[src/sv/m7sap_pkg.sv]
`timescale 1ns / 1ps
// m7sap_pkg: shared constants, types and saturation helpers for the mode-7
// scanline parameter pipeline; no dependencies

package m7sap_pkg;

    // scene geometry
    localparam int HORIZON_LINE      = 34;
    localparam int VIEW_DISTANCE     = 128;
    localparam int HALF_SCREEN_WIDTH = 120;
    localparam int LAST_VISIBLE_LINE = 159;
    localparam int FOG_MAX           = 14;
    localparam int FOG_DIVISOR       = 3;
    localparam int RECIP_NUM         = 1 << 16;

    // fixed-point shifts
    localparam int LAM_SHIFT  = 12;
    localparam int CS_SHIFT   = 8;
    localparam int STEP_SHIFT = 4;

    // field widths
    localparam int LINE_W   = 8;
    localparam int FOG_W    = 4;
    localparam int CAM_W    = 16;
    localparam int HEIGHT_W = 14;
    localparam int YAW_W    = 10;
    localparam int STEP_W   = 15;
    localparam int ORG_W    = 23;
    localparam int IDX_W    = 3;

    // derived datapath widths
    localparam int D_W     = $clog2(LAST_VISIBLE_LINE - HORIZON_LINE + 1);
    localparam int D_DEPTH = 1 << D_W;
    localparam int Q_W     = $clog2(RECIP_NUM + 1);
    localparam int LAM_W   = HEIGHT_W + Q_W - LAM_SHIFT;
    localparam int ROT_W   = LAM_W + YAW_W + 1 - CS_SHIFT;
    localparam int PA_W    = ROT_W - STEP_SHIFT;
    localparam int ACC_W   = 40;

    // divide by the fog divisor through a reciprocal multiply
    localparam int FOG_SHIFT = 10;
    localparam int FOG_RECIP = ((1 << FOG_SHIFT) + FOG_DIVISOR - 1) / FOG_DIVISOR;

    typedef enum logic [IDX_W-1:0] {
        REG_CAMERA_X      = 3'd0,
        REG_CAMERA_Y      = 3'd1,
        REG_CAMERA_HEIGHT = 3'd2,
        REG_YAW_SINE      = 3'd3,
        REG_YAW_COSINE    = 3'd4
    } cfg_reg_t;

    // control that travels with each pipeline stage
    typedef struct packed {
        logic             valid;
        logic             active;
        logic             ground;
        logic             affine;
        logic [FOG_W-1:0] fog;
    } m7_ctl_t;

    // per-frame camera settings
    typedef struct packed {
        logic [CAM_W-1:0]    cam_x;
        logic [CAM_W-1:0]    cam_y;
        logic [HEIGHT_W-1:0] height;
        logic [YAW_W-1:0]    yaw_sine;
        logic [YAW_W-1:0]    yaw_cosine;
    } m7_cfg_t;

    function automatic logic signed [STEP_W-1:0] sat_step(input logic signed [ACC_W-1:0] v);
        logic signed [ACC_W-1:0] hi;
        logic signed [ACC_W-1:0] lo;
        logic signed [STEP_W-1:0] r;
        hi = ACC_W'((64'sd1 <<< (STEP_W - 1)) - 64'sd1);
        lo = -hi - ACC_W'(1);
        priority if (v > hi)
            r = hi[STEP_W-1:0];
        else if (v < lo)
            r = lo[STEP_W-1:0];
        else
            r = v[STEP_W-1:0];
        return r;
    endfunction

    function automatic logic signed [ORG_W-1:0] sat_org(input logic signed [ACC_W-1:0] v);
        logic signed [ACC_W-1:0] hi;
        logic signed [ACC_W-1:0] lo;
        logic signed [ORG_W-1:0] r;
        hi = ACC_W'((64'sd1 <<< (ORG_W - 1)) - 64'sd1);
        lo = -hi - ACC_W'(1);
        priority if (v > hi)
            r = hi[ORG_W-1:0];
        else if (v < lo)
            r = lo[ORG_W-1:0];
        else
            r = v[ORG_W-1:0];
        return r;
    endfunction

endpackage

[src/sv/mode7_scanline_affine_params.sv]
`timescale 1ns / 1ps
// mode7_scanline_affine_params: top level of the mode-7 scanline parameter
// generator; depends on m7sap_pkg, m7sap_recip, m7sap_scale, m7sap_origin
//
// usage:
//   - s_axis carries one scanline number per transfer; m_axis returns one
//     result per scanline: fog level and affine terms in tdata, line-active
//     and ground-enable flags in tuser
//   - cfg writes camera x, camera y, height, yaw sine and yaw cosine by index;
//     cfg_ready is always high; write only while no line is in flight
//   - six register stages: classify/fog, reciprocal lookup, height multiply,
//     yaw rotation, origin terms, origin sum and saturation
//   - the input transfer edge loads the first stage, and m_axis_tvalid rises
//     once that line has reached the last stage
//   - throughput is one line per cycle while the receiver takes results; the
//     reciprocal table lookup and the one-multiply-per-stage split set the pipeline depth
//   - each stage has its own valid bit and loads whenever it is empty or the
//     stage after it moves, so bubbles collapse under a stall
//   - a stalled receiver holds the result steady; s_axis_tready falls only
//     once all six stages hold data
//   - reset empties the pipeline and loads camera 0,0, height 1024, yaw
//     sine 0 and cosine 256

module mode7_scanline_affine_params
    import m7sap_pkg::*;
(
    input  logic              clk,
    input  logic              rst_n,
    // input scanline stream
    input  logic              s_axis_tvalid,
    output logic              s_axis_tready,
    input  logic [7:0]        s_axis_tdata,   // [7:0] line_number
    // result stream
    output logic              m_axis_tvalid,
    input  logic              m_axis_tready,
    output logic [79:0]       m_axis_tdata,   // [3:0] fog_level, [18:4] scale_a,
                                              // [33:19] shear_c, [56:34] origin_x,
                                              // [79:57] origin_y
    output logic [1:0]        m_axis_tuser,   // [0] line_active, [1] ground_enable
    // configuration writes
    input  logic              cfg_valid,
    output logic              cfg_ready,
    input  logic [IDX_W-1:0]  cfg_index,
    input  logic [15:0]       cfg_data
);

    // camera registers
    logic [CAM_W-1:0]    cam_x_reg, cam_x_next;
    logic [CAM_W-1:0]    cam_y_reg, cam_y_next;
    logic [HEIGHT_W-1:0] height_reg, height_next;
    logic [YAW_W-1:0]    yaw_sine_reg, yaw_sine_next;
    logic [YAW_W-1:0]    yaw_cosine_reg, yaw_cosine_next;
    m7_cfg_t             cfg;

    // inter-stage links
    m7_ctl_t                  ctl_b, ctl_d, ctl_f;
    logic [Q_W-1:0]           q_b;
    logic signed [ROT_W-1:0]  cf_d, sf_d;
    logic                     rdy_scale, rdy_origin;
    logic signed [STEP_W-1:0] scale_a, shear_c;
    logic signed [ORG_W-1:0]  origin_x, origin_y;

    assign cfg_ready = 1'b1;

    always_comb
    begin
        cam_x_next      = cam_x_reg;
        cam_y_next      = cam_y_reg;
        height_next     = height_reg;
        yaw_sine_next   = yaw_sine_reg;
        yaw_cosine_next = yaw_cosine_reg;
        if (cfg_valid)
        begin
            unique case (cfg_index)
                REG_CAMERA_X:      cam_x_next      = cfg_data[CAM_W-1:0];
                REG_CAMERA_Y:      cam_y_next      = cfg_data[CAM_W-1:0];
                REG_CAMERA_HEIGHT: height_next     = cfg_data[HEIGHT_W-1:0];
                REG_YAW_SINE:      yaw_sine_next   = cfg_data[YAW_W-1:0];
                REG_YAW_COSINE:    yaw_cosine_next = cfg_data[YAW_W-1:0];
                default:           ; // unused index, write dropped
            endcase
        end
    end

    always_ff @(posedge clk or negedge rst_n)
    begin
        if (!rst_n)
        begin
            cam_x_reg      <= '0;
            cam_y_reg      <= '0;
            height_reg     <= HEIGHT_W'(1024);
            yaw_sine_reg   <= '0;
            yaw_cosine_reg <= YAW_W'(256);
        end
        else
        begin
            cam_x_reg      <= cam_x_next;
            cam_y_reg      <= cam_y_next;
            height_reg     <= height_next;
            yaw_sine_reg   <= yaw_sine_next;
            yaw_cosine_reg <= yaw_cosine_next;
        end
    end

    always_comb
    begin
        cfg.cam_x      = cam_x_reg;
        cfg.cam_y      = cam_y_reg;
        cfg.height     = height_reg;
        cfg.yaw_sine   = yaw_sine_reg;
        cfg.yaw_cosine = yaw_cosine_reg;
    end

    // stages one and two: classify the line, fog, reciprocal of distance
    m7sap_recip u_recip (
        .clk       (clk),
        .rst_n     (rst_n),
        .in_valid  (s_axis_tvalid),
        .in_ready  (s_axis_tready),
        .line      (s_axis_tdata),
        .out_ctl   (ctl_b),
        .out_q     (q_b),
        .out_ready (rdy_scale)
    );

    // stages three and four: height scale, then yaw rotation
    m7sap_scale u_scale (
        .clk       (clk),
        .rst_n     (rst_n),
        .in_ctl    (ctl_b),
        .in_q      (q_b),
        .in_ready  (rdy_scale),
        .cfg       (cfg),
        .out_ctl   (ctl_d),
        .out_cf    (cf_d),
        .out_sf    (sf_d),
        .out_ready (rdy_origin)
    );

    // stages five and six: origin terms, sums, saturation, output register
    m7sap_origin u_origin (
        .clk          (clk),
        .rst_n        (rst_n),
        .in_ctl       (ctl_d),
        .in_cf        (cf_d),
        .in_sf        (sf_d),
        .in_ready     (rdy_origin),
        .cfg          (cfg),
        .out_ctl      (ctl_f),
        .out_scale_a  (scale_a),
        .out_shear_c  (shear_c),
        .out_origin_x (origin_x),
        .out_origin_y (origin_y),
        .out_ready    (m_axis_tready)
    );

    assign m_axis_tvalid = ctl_f.valid;
    assign m_axis_tdata  = {origin_y, origin_x, shear_c, scale_a, ctl_f.fog};
    assign m_axis_tuser  = {ctl_f.ground, ctl_f.active};

endmodule

[src/sv/m7sap_recip.sv]
`timescale 1ns / 1ps
// m7sap_recip: line classification, fog level and reciprocal table lookup
// (two pipeline stages); depends on m7sap_pkg

module m7sap_recip
    import m7sap_pkg::*;
(
    input  logic                 clk,
    input  logic                 rst_n,
    input  logic                 in_valid,
    output logic                 in_ready,
    input  logic [LINE_W-1:0]    line,
    output m7_ctl_t              out_ctl,
    output logic [Q_W-1:0]       out_q,
    input  logic                 out_ready
);

    logic [Q_W-1:0] q_rom [D_DEPTH];

    // 65536 / d, with the horizon entry zero
    for (genvar g = 0; g < D_DEPTH; g++)
    begin : g_q_rom
        localparam int QV = (g == 0) ? 0 : RECIP_NUM / g;
        assign q_rom[g] = Q_W'(QV);
    end

    m7_ctl_t                   ctl_a_reg, ctl_a_next;
    m7_ctl_t                   ctl_b_reg;
    logic [D_W-1:0]            d_a_reg, d_a_next;
    logic [Q_W-1:0]            q_b_reg;
    logic                      rdy_a, rdy_b;

    logic                      active, above;
    logic [LINE_W-1:0]         d_full;
    logic signed [LINE_W+1:0]  fog_above;
    logic [LINE_W+FOG_SHIFT-1:0] fog_prod;
    logic [LINE_W-1:0]         fog_steps;
    logic [FOG_W-1:0]          fog_below;

    assign rdy_b    = !ctl_b_reg.valid || out_ready;
    assign rdy_a    = !ctl_a_reg.valid || rdy_b;
    assign in_ready = rdy_a;

    always_comb
    begin
        active    = line <= LINE_W'(LAST_VISIBLE_LINE);
        above     = line < LINE_W'(HORIZON_LINE);
        d_full    = line - LINE_W'(HORIZON_LINE);
        fog_above = $signed({2'b00, line}) - (LINE_W + 2)'(HORIZON_LINE - FOG_MAX);
        fog_prod  = (LINE_W + FOG_SHIFT)'(d_full) * (LINE_W + FOG_SHIFT)'(FOG_RECIP);
        fog_steps = fog_prod[LINE_W+FOG_SHIFT-1:FOG_SHIFT];
        fog_below = (fog_steps >= LINE_W'(FOG_MAX)) ? '0
                    : FOG_W'(LINE_W'(FOG_MAX) - fog_steps);

        ctl_a_next.valid  = in_valid;
        ctl_a_next.active = active;
        ctl_a_next.ground = active && !above;
        ctl_a_next.affine = active && !above && (d_full != '0);
        if (!active)
            ctl_a_next.fog = '0;
        else if (above)
            ctl_a_next.fog = (fog_above < 0) ? '0 : fog_above[FOG_W-1:0];
        else
            ctl_a_next.fog = fog_below;
        d_a_next = d_full[D_W-1:0];
    end

    always_ff @(posedge clk or negedge rst_n)
    begin
        if (!rst_n)
        begin
            ctl_a_reg <= '0;
            ctl_b_reg <= '0;
        end
        else
        begin
            if (rdy_a)
                ctl_a_reg <= ctl_a_next;
            if (rdy_b)
                ctl_b_reg <= ctl_a_reg;
        end
    end

    always_ff @(posedge clk)
    begin
        if (rdy_a && in_valid)
            d_a_reg <= d_a_next;
        if (rdy_b && ctl_a_reg.valid)
            q_b_reg <= q_rom[d_a_reg];
    end

    assign out_ctl = ctl_b_reg;
    assign out_q   = q_b_reg;

endmodule

[src/sv/m7sap_scale.sv]
`timescale 1ns / 1ps
// m7sap_scale: height scaling and yaw rotation multipliers (two pipeline
// stages); depends on m7sap_pkg

module m7sap_scale
    import m7sap_pkg::*;
(
    input  logic                    clk,
    input  logic                    rst_n,
    input  m7_ctl_t                 in_ctl,
    input  logic [Q_W-1:0]          in_q,
    output logic                    in_ready,
    input  m7_cfg_t                 cfg,
    output m7_ctl_t                 out_ctl,
    output logic signed [ROT_W-1:0] out_cf,
    output logic signed [ROT_W-1:0] out_sf,
    input  logic                    out_ready
);

    m7_ctl_t                    ctl_c_reg, ctl_d_reg;
    logic [LAM_W-1:0]           lam_c_reg, lam_c_next;
    logic signed [ROT_W-1:0]    cf_d_reg, cf_d_next;
    logic signed [ROT_W-1:0]    sf_d_reg, sf_d_next;
    logic                       rdy_c, rdy_d;

    logic [HEIGHT_W+Q_W-1:0]    lam_prod;
    logic signed [LAM_W+YAW_W:0] cos_prod, sin_prod;

    assign rdy_d    = !ctl_d_reg.valid || out_ready;
    assign rdy_c    = !ctl_c_reg.valid || rdy_d;
    assign in_ready = rdy_c;

    always_comb
    begin
        lam_prod   = (HEIGHT_W + Q_W)'(cfg.height) * (HEIGHT_W + Q_W)'(in_q);
        lam_c_next = lam_prod[HEIGHT_W+Q_W-1:LAM_SHIFT];
        // arithmetic shift right by taking the upper bits
        cos_prod   = (LAM_W + YAW_W + 1)'($signed({1'b0, lam_c_reg}))
                     * (LAM_W + YAW_W + 1)'($signed(cfg.yaw_cosine));
        sin_prod   = (LAM_W + YAW_W + 1)'($signed({1'b0, lam_c_reg}))
                     * (LAM_W + YAW_W + 1)'($signed(cfg.yaw_sine));
        cf_d_next  = cos_prod[LAM_W+YAW_W:CS_SHIFT];
        sf_d_next  = sin_prod[LAM_W+YAW_W:CS_SHIFT];
    end

    always_ff @(posedge clk or negedge rst_n)
    begin
        if (!rst_n)
        begin
            ctl_c_reg <= '0;
            ctl_d_reg <= '0;
        end
        else
        begin
            if (rdy_c)
                ctl_c_reg <= in_ctl;
            if (rdy_d)
                ctl_d_reg <= ctl_c_reg;
        end
    end

    always_ff @(posedge clk)
    begin
        if (rdy_c && in_ctl.valid)
            lam_c_reg <= lam_c_next;
        if (rdy_d && ctl_c_reg.valid)
        begin
            cf_d_reg <= cf_d_next;
            sf_d_reg <= sf_d_next;
        end
    end

    assign out_ctl = ctl_d_reg;
    assign out_cf  = cf_d_reg;
    assign out_sf  = sf_d_reg;

endmodule

[src/sv/m7sap_origin.sv]
`timescale 1ns / 1ps
// m7sap_origin: step terms, line-start origin sums and saturation into the
// output register (two pipeline stages); depends on m7sap_pkg

module m7sap_origin
    import m7sap_pkg::*;
(
    input  logic                     clk,
    input  logic                     rst_n,
    input  m7_ctl_t                  in_ctl,
    input  logic signed [ROT_W-1:0]  in_cf,
    input  logic signed [ROT_W-1:0]  in_sf,
    output logic                     in_ready,
    input  m7_cfg_t                  cfg,
    output m7_ctl_t                  out_ctl,
    output logic signed [STEP_W-1:0] out_scale_a,
    output logic signed [STEP_W-1:0] out_shear_c,
    output logic signed [ORG_W-1:0]  out_origin_x,
    output logic signed [ORG_W-1:0]  out_origin_y,
    input  logic                     out_ready
);

    localparam logic signed [ACC_W-1:0] HALF_S = ACC_W'(HALF_SCREEN_WIDTH);
    localparam logic signed [ACC_W-1:0] VIEW_S = ACC_W'(VIEW_DISTANCE);

    m7_ctl_t                    ctl_e_reg, ctl_f_reg;
    logic signed [PA_W-1:0]     pa_e_reg, pa_e_next;
    logic signed [PA_W-1:0]     pc_e_reg, pc_e_next;
    logic signed [ACC_W-1:0]    hx_e_reg, hx_e_next;   // half width times pa
    logic signed [ACC_W-1:0]    hy_e_reg, hy_e_next;   // half width times pc
    logic signed [ACC_W-1:0]    vx_e_reg, vx_e_next;   // view distance times sf
    logic signed [ACC_W-1:0]    vy_e_reg, vy_e_next;   // view distance times cf
    logic signed [STEP_W-1:0]   sa_f_reg, sa_f_next;
    logic signed [STEP_W-1:0]   sc_f_reg, sc_f_next;
    logic signed [ORG_W-1:0]    ox_f_reg, ox_f_next;
    logic signed [ORG_W-1:0]    oy_f_reg, oy_f_next;
    logic                       rdy_e, rdy_f;

    logic signed [ACC_W-1:0]    cx_s, cy_s, sum_x, sum_y;

    assign rdy_f    = !ctl_f_reg.valid || out_ready;
    assign rdy_e    = !ctl_e_reg.valid || rdy_f;
    assign in_ready = rdy_e;

    always_comb
    begin
        pa_e_next = in_cf[ROT_W-1:STEP_SHIFT];
        pc_e_next = in_sf[ROT_W-1:STEP_SHIFT];
        hx_e_next = ACC_W'(pa_e_next) * HALF_S;
        hy_e_next = ACC_W'(pc_e_next) * HALF_S;
        vx_e_next = (ACC_W'(in_sf) * VIEW_S) >>> STEP_SHIFT;
        vy_e_next = (ACC_W'(in_cf) * VIEW_S) >>> STEP_SHIFT;

        cx_s  = $signed(ACC_W'(cfg.cam_x));
        cy_s  = $signed(ACC_W'(cfg.cam_y));
        sum_x = cx_s - hx_e_reg + vx_e_reg;
        sum_y = cy_s - hy_e_reg - vy_e_reg;

        // horizon, sky and blanking lines carry no affine terms
        if (ctl_e_reg.affine)
        begin
            sa_f_next = sat_step(ACC_W'(pa_e_reg));
            sc_f_next = sat_step(ACC_W'(pc_e_reg));
            ox_f_next = sat_org(sum_x);
            oy_f_next = sat_org(sum_y);
        end
        else
        begin
            sa_f_next = '0;
            sc_f_next = '0;
            ox_f_next = '0;
            oy_f_next = '0;
        end
    end

    always_ff @(posedge clk or negedge rst_n)
    begin
        if (!rst_n)
        begin
            ctl_e_reg <= '0;
            ctl_f_reg <= '0;
        end
        else
        begin
            if (rdy_e)
                ctl_e_reg <= in_ctl;
            if (rdy_f)
                ctl_f_reg <= ctl_e_reg;
        end
    end

    always_ff @(posedge clk)
    begin
        if (rdy_e && in_ctl.valid)
        begin
            pa_e_reg <= pa_e_next;
            pc_e_reg <= pc_e_next;
            hx_e_reg <= hx_e_next;
            hy_e_reg <= hy_e_next;
            vx_e_reg <= vx_e_next;
            vy_e_reg <= vy_e_next;
        end
        if (rdy_f && ctl_e_reg.valid)
        begin
            sa_f_reg <= sa_f_next;
            sc_f_reg <= sc_f_next;
            ox_f_reg <= ox_f_next;
            oy_f_reg <= oy_f_next;
        end
    end

    assign out_ctl      = ctl_f_reg;
    assign out_scale_a  = sa_f_reg;
    assign out_shear_c  = sc_f_reg;
    assign out_origin_x = ox_f_reg;
    assign out_origin_y = oy_f_reg;

endmodule

[config.mk]
export PLATFORM = sky130hd
export DESIGN_NAME = mode7_scanline_affine_params
export DESIGN_NICKNAME = d
export VERILOG_FILES = /design/src/sv/m7sap_pkg.sv /design/src/sv/mode7_scanline_affine_params.sv /design/src/sv/m7sap_recip.sv /design/src/sv/m7sap_scale.sv /design/src/sv/m7sap_origin.sv
export SDC_FILE = /design/constraint.sdc
export NUM_CORES = 2
export LEC_CHECK = 0
export BUFFER_PORTS_ARGS = -buffer_cell sky130_fd_sc_hd__buf_2
export CORE_MARGIN = 1
export CORE_UTILIZATION = 65
export CTS_BUF_LIST = sky130_fd_sc_hd__clkbuf_16
export CTS_CLUSTER_DIAMETER = 150
export DETAILED_ROUTE_END_ITERATION = 12
export GPL_TIMING_DRIVEN = 1
export MAX_ROUTING_LAYER = met4
export PLACE_DENSITY = 0.83
export SETUP_SLACK_MARGIN = 0.3
export SYNTH_ARGS = -nofsm -noshare
export SYNTH_HDL_FRONTEND = slang
export SYNTH_SLANG_ARGS = --single-unit
[constraint.sdc]
create_clock -name clk -period 8.2 [get_ports clk]
set_input_delay 1.23 -clock clk [delete_from_list [all_inputs] [get_ports clk]]
set_output_delay 1.23 -clock clk [all_outputs]
set_load 0.005 [all_outputs]
=== After elaboration in Yosys (flattened, before gate mapping) ===
Memories as Yosys holds them, arrays and structs flattened. A register that Yosys moved wholly into a read port is not among the register bits.
Index checks and enable logic that the tools add are counted.

* Memories kept: 1
* Logic and storage cells: 128
* Bits of input ports: 32
* ROM bits: 2,176
* Output and inout bits: 85
* Flip-flop bits (word level): 413

{| class="wikitable"
|+ Memories
! name !! depth !! bits a word !! rd ports !! clocked after memory_dff !! wr ports !! line !! RTL
|-
| (no name shown) || 128 || 17 || 1 || 1 || 0 || m7sap_recip.sv:89 || <nowiki>q_b_reg <= q_rom[d_a_reg];</nowiki>
|}

* Mux-type cells: 12
* Bitwise logic cells: 2
* Add/subtract/negate cells: 7
* Eq/ne operators: 4
* Reduce and logical (&&, ||, !) cells: 32
* $lt $le $gt $ge: 12
* Multiply operators: 6

{| class="wikitable"
|+ Operators by type and width
! kind !! number
|-
| 40-bit by 23-bit greater-than comparator with 1-bit output, second input constant || 2
|-
| 40-bit by 23-bit < comparator with 1-bit output, second input constant || 2
|-
| 17-bit by 40-bit subtractor with 40-bit output || 2
|-
| 20-bit by 10-bit multiplier with 30-bit output || 2
|-
| 18-bit by 5-bit multiplier with 23-bit output, second input constant || 2
|-
| 23-bit 2-to-1 mux || 2
|-
| 22-bit 2-to-1 mux || 2
|-
| 40-bit by 25-bit adder with 40-bit output || 1
|-
| 40-bit by 25-bit subtractor with 40-bit output || 1
|-
| 18-bit by 15-bit greater-than comparator with 1-bit output, second input constant || 2
|-
| 18-bit by 15-bit < comparator with 1-bit output, second input constant || 2
|-
| 14-bit by 17-bit multiplier with 31-bit output || 1
|-
| 15-bit 2-to-1 mux || 2
|-
| 14-bit 2-to-1 mux || 2
|-
| 8-bit by 8-bit multiplier with 16-bit output, second input constant || 1
|-
| 4-bit 2-to-1 mux || 4
|-
| 2-bit AND reduction || 5
|-
| 9-bit by 1-bit < comparator with 1-bit output, second input constant || 1
|-
| 8-bit by 5-bit subtractor with 9-bit output, second input constant || 1
|-
| 8-bit less-or-equal comparator, second input constant || 1
|-
| 1-bit logical AND || 8
|-
| 8-bit by 6-bit < comparator with 1-bit output, second input constant || 1
|-
| 7-bit NOT with 8-bit output || 1
|-
| 8-bit nonzero test || 1
|-
| 11 further kinds || 26
|}

=== Logic depth before layout (Yosys ltp) ===
* Depth in word-level cells: 8
* Gate-level depth with buffers: 25
* Depth with buffers taken out: 25

=== Modules after synthesis ===
From an unflattened synthesis, not the netlist that was laid out.

* Cells, all modules: 4,358
* Area total of the unflattened synthesis: 43,108.8 µm²

{| class="wikitable"
|+ By module, submodules not included
! module !! seq. area each (µm²) !! times used !! area an instance (µm²) !! cells an instance
|-
| m7sap_scale || 2,292.2 || 1 || 21,727.1 || 2,313
|-
| m7sap_origin || 5,325.1 || 1 || 14,028.5 || 1,322
|-
| m7sap_recip || 1,121.1 || 1 || 4,820.9 || 577
|-
| mode7_scanline_affine_params || 1,654.1 || 1 || 2,532.4 || 146
|}

=== Worst setup path after synthesis ===
OpenSTA, ideal clock, no wires.

* Kind: reg-to-reg
* From: reg yaw_cosine_reg[9]
* To: reg u_scale.cf_d_reg[21] (netlist: u_scale.out_cf[21]), data pin
* Library setup time: 0.265 ns
* Arrival time: 6.022 ns
* Period minus slack after synthesis: 6.287 ns
* Setup slack: 1.913 ns
* Stages on the path, launching flop included: 22
* Cells stage by stage: dfrtp_1 -> inv_1 -> clkbuf_1 -> nor2_1 -> fa_1 -> fa_1 -> fa_1 -> fa_1 -> inv_1 -> fa_1 -> inv_1 -> ha_1 -> a21o_1 -> a21oi_1 -> o21ai_0 -> a31oi_1 -> o21a_1 -> o211ai_1 -> a41o_1 -> o41a_1 -> and4_1 -> or3_1

* Word-level cells in the longest chain between the ends: 1

{| class="wikitable"
|+ RTL lines
! what !! line !! RTL
|-
| from (decl) || mode7_scanline_affine_params.sv:52 || <nowiki>logic [YAW_W-1:0] yaw_cosine_reg, yaw_cosine_next;</nowiki>
|-
| from (signal assigned) || mode7_scanline_affine_params.sv:101 || <nowiki>yaw_cosine_reg <= yaw_cosine_next;</nowiki>
|-
| 20-bit by 10-bit multiplier with 30-bit output || m7sap_scale.sv:39 || <nowiki>* (LAM_W + YAW_W + 1)'($signed(cfg.yaw_cosine));</nowiki>
|-
| net u_scale.cos_prod[29] || m7sap_scale.sv:27 || <nowiki>logic signed [LAM_W+YAW_W:0] cos_prod, sin_prod;</nowiki>
|-
| to (signal assigned) || m7sap_scale.sv:68 || <nowiki>cf_d_reg <= cf_d_next;</nowiki>
|-
| to (decl) || m7sap_scale.sv:22 || <nowiki>logic signed [ROT_W-1:0] cf_d_reg, cf_d_next;</nowiki>
|}

The timed path passes the listed nets, and every way through them passes these cells.
A chain may end at the register's enable or synchronous reset.

=== Worst setup path after layout ===
* From: reg u_recip.q_b_reg[5] (netlist: u_recip.out_q[5])
* To: reg u_scale.lam_c_reg[17], data pin

* Word-level cells in the longest chain between the ends: 1

{| class="wikitable"
|+ RTL lines
! what !! line !! RTL
|-
| from (decl) || m7sap_recip.sv:30 || <nowiki>logic [Q_W-1:0] q_b_reg;</nowiki>
|-
| 14-bit by 17-bit multiplier with 31-bit output || m7sap_scale.sv:35 || <nowiki>lam_prod = (HEIGHT_W + Q_W)'(cfg.height) * (HEIGHT_W + Q_W)'(in_q);</nowiki>
|-
| net u_scale.lam_prod[29] || m7sap_scale.sv:26 || <nowiki>logic [HEIGHT_W+Q_W-1:0] lam_prod;</nowiki>
|-
| to (signal assigned) || m7sap_scale.sv:65 || <nowiki>lam_c_reg <= lam_c_next;</nowiki>
|-
| to (decl) || m7sap_scale.sv:21 || <nowiki>logic [LAM_W-1:0] lam_c_reg, lam_c_next;</nowiki>
|}

The timed path passes the listed nets, and every way through them passes these cells.

==> out/qor.yml <==
seqCellArea_mm2: 0.01037
ys.flop_type: "edfxtp_1"
cts_buffer_depth: 3
ys_types: 82
cts-htree-levels: 2
dp_hpwl_um: 76400
status: "finished, final reports clean"
antenna_left: 0
fin_crit_ns: 6.950
hold_ws_ns: 0.4127
setup_viol: 0
final_hold_viol_count: 0
vias_per_cell: 5.829
cts_tree: "yes"
hold_class: "reg2reg"
worstReg2RegStart: "u_recip.out_q[5]$_DFFE_PP_"
reg2regPathDepth: 21
yosysSeqAreaShare_pct: 24.37
drv_cap: 0
worstHoldStart: "u_scale.out_cf[3]$_DFFE_PP_"
drt_pass1_iterations: 6
synth_nets: 5412
cp.arrival_ns: 7.28
die_w_um: 257.8
clkLatencyLatePin_ns: 0.61
fill_cells: 4551
ctsHoldBuffers: 0
grt_pass1_vias: 31415
crit_slowest_cell: "edfxtp_1"
root_buffer: "clkbuf_16"
drt-total-wl_um: 98390
synth_warnings: 0
coreArea_mm2: 0.06458
timing.rr.end: "u_scale.lam_c_reg[17]$_DFFE_PP_"
clock-sinks: 364
syn_to_final_growth_pct: 6.198
io_buffers: 115
dieHeight_um: 257.8
drt_iter0_drc: 2686
critPathLaunchType: "flop"
cts.reportedPaths.clkPinSlew_ns: 0.06
antenna_found_initial: 3
slowest_delay_ns: 0.58
async_flop_share_pct: 31.04
timing.slew.headroom_pct: 26.29
grt_pass1_wl_um: 161100
cts_made_buffers: 42
worst_pin_slew_ns: 1.106
worst-path-max-fanout: 14
fin_skew_ns: 0.03182
grtUsageTotal_pct: 31.55
final_common_cell: "inv_1"
vias: 30728
maxClockFrequency_mhz: 143.9
mostFrequentLayoutCells: "inv_1 (837), fa_1 (544), nand2_1 (511)"
report.final.slew_viol_count: 0
reg2reg_slack_ns: 1.25
grt_max_degree: 79
postCtsResizedCells: 0
drc: 0
rows: 93
hold_end: "u_origin.vy_e_reg[6]$_DFFE_PP_"
crit_path_frequent_cell: "fa_1"
fin_crit_sh_pct: 84.75
multi_input_area_mm2: 0.02842
setup_slack_ns: 1.250
crit_type: "reg2reg"
ioPinCount: 117
n_antenna_cell: 0
post_cts_buffers: 0
start_util_pct: 65.86
cp.required_ns: 8.53
syn_avg_cell_area_um2: 9.727
syn_inst: 4373
min_path_cells: 0
layout.nets: 5422
rsz0062_at_grt: "false"
synthesis.area_mm2: 0.04254
synth_edf_count: 251
ys_ff_latch: 364
end_kind: "flop"
drive_above_1_share_pct: 7.222
globalplace.congestion: 0.9403
overflow: 0
post_drt_wl_per_cell_um: 18.66
fin_tns_setup_ns: 0
cp_cell_sequence: "and2_1 > fa_1 > inv_1 > fa_1 > inv_1 > fa_1 > inv_1 > fa_1 > inv_1 > fa_1 > fa_1 > ha_1 > nand4_1 > o221ai_1 > a2111o_1 > a21oi_2 > o21ai_2 > a21o_1 > o41ai_2 > o21bai_1 > xor2_1"
place_ws_ns: 1.306
die-area_mm2: 0.06647
==> per-stage QoR <==
| step | std cells | utilization (%) | cell area, µm² |
|---|---|---|---|
| floorplan | 4373 | - | 42540 |
| global route | 5272 | 69.95 | 45170 |
| detailed placement | 5194 | 67.76 | 43760 |
| finish | 5272 | 69.95 | 45170 |
| CTS | 5272 | 69.95 | 45170 |
| global placement | 5194 | 67.76 | 43760 |
==> per-layer routing <==
metal | vias up | wire length, µm | share of wire, % | GRT usage (%)
met3 | 232 | 8638 | 8.8 | 5.487
met5 | - | 0 | 0 | -
li1 | 14010 | - | - | -
met4 | 0 | 3319 | 3.4 | 10.03
met2 | 1302 | 46290 | 47 | 49.80
met1 | 15184 | 40140 | 41 | 41.72
==> cell type report <==
class                      count  area share (%)
clock buffer                  42           2.327
clock inverter                36          0.8033
inverter                     833           6.922
multi-input combinational   3001           62.92
sequential                   364           22.95
tap                          855           2.368
timing repair buffer         141           1.712
==> cell families after synthesis <==
kind of cell,after synthesis,share of synthesized area (%)
compound gates,596,9.033
fa+ha+maj,1007,39.22
buf+inv,1008,8.957
mux,73,1.997
simple gates,1167,13.18
flops,364,24.37
other cells,1,0.008816
xor+xnor,157,3.233
==> critical path, delay by kind of cell (launching register included) <==
kind                       cells  cell delay [ns]
xor gates and xnor gates       1             0.18
and+or+nand+nor                2             0.36
DFF                            1             0.58
buffers and inverters          4             0.21
AOI/OAI and AO/OA              7             2.01
adders and majority gates      7             3.33
==> cells in the mapped netlist (all sizes together), types with 6 or more instances <==
cell,n,area [µm²]
xor2,54,473.0
dfrtp,111,2778
nand3,36,180.2
or2,6,40.04
ha,463,5793
a211oi,24,195.2
nand4,17,106.4
and3,18,112.6
o221ai,6,52.55
nor3,38,190.2
a21oi,180,915.9
buf,15,82.58
nor2b,30,187.7
edfxtp,251,7537
o311ai,7,61.31
nand2,512,1924
o21a,49,367.9
clkbuf,160,600.6
o21bai,14,105.1
nor2,154,585.6
mux2,65,732.0
a31oi,15,93.84
inv,832,3123
a21o,53,397.9
o31ai,13,125.1
o22ai,11,68.82
or3,7,43.79
a221oi,6,52.55
a22oi,6,45.04
o21ai,140,711.9
fa,544,10890
and2,281,1758
nand2b,40,250.2
o211ai,19,142.6
xnor2,103,902.1
==> worst max path at each step <==
stage,from,slack [ns],endpoint,cells after the start
floorplan,yaw_cosine_reg[9]$_DFFE_PN0P_,1.91,u_scale.out_cf[21]$_DFFE_PP_,21
global placement,height_reg[4]$_DFFE_PN0P_,1.49,u_scale.lam_c_reg[17]$_DFFE_PP_,21
detailed placement,u_recip.out_q[5]$_DFFE_PP_,1.31,u_scale.lam_c_reg[17]$_DFFE_PP_,21
CTS,u_recip.out_q[5]$_DFFE_PP_,1.28,u_scale.lam_c_reg[17]$_DFFE_PP_,21
global route,height_reg[4]$_DFFE_PN0P_,0.94,u_scale.lam_c_reg[17]$_DFFE_PP_,21
finish,u_recip.out_q[5]$_DFFE_PP_,1.25,u_scale.lam_c_reg[17]$_DFFE_PP_,21
Power is not shown: default switching activity piles up to over one toggle a cycle in this logic, so the estimate is an artifact.
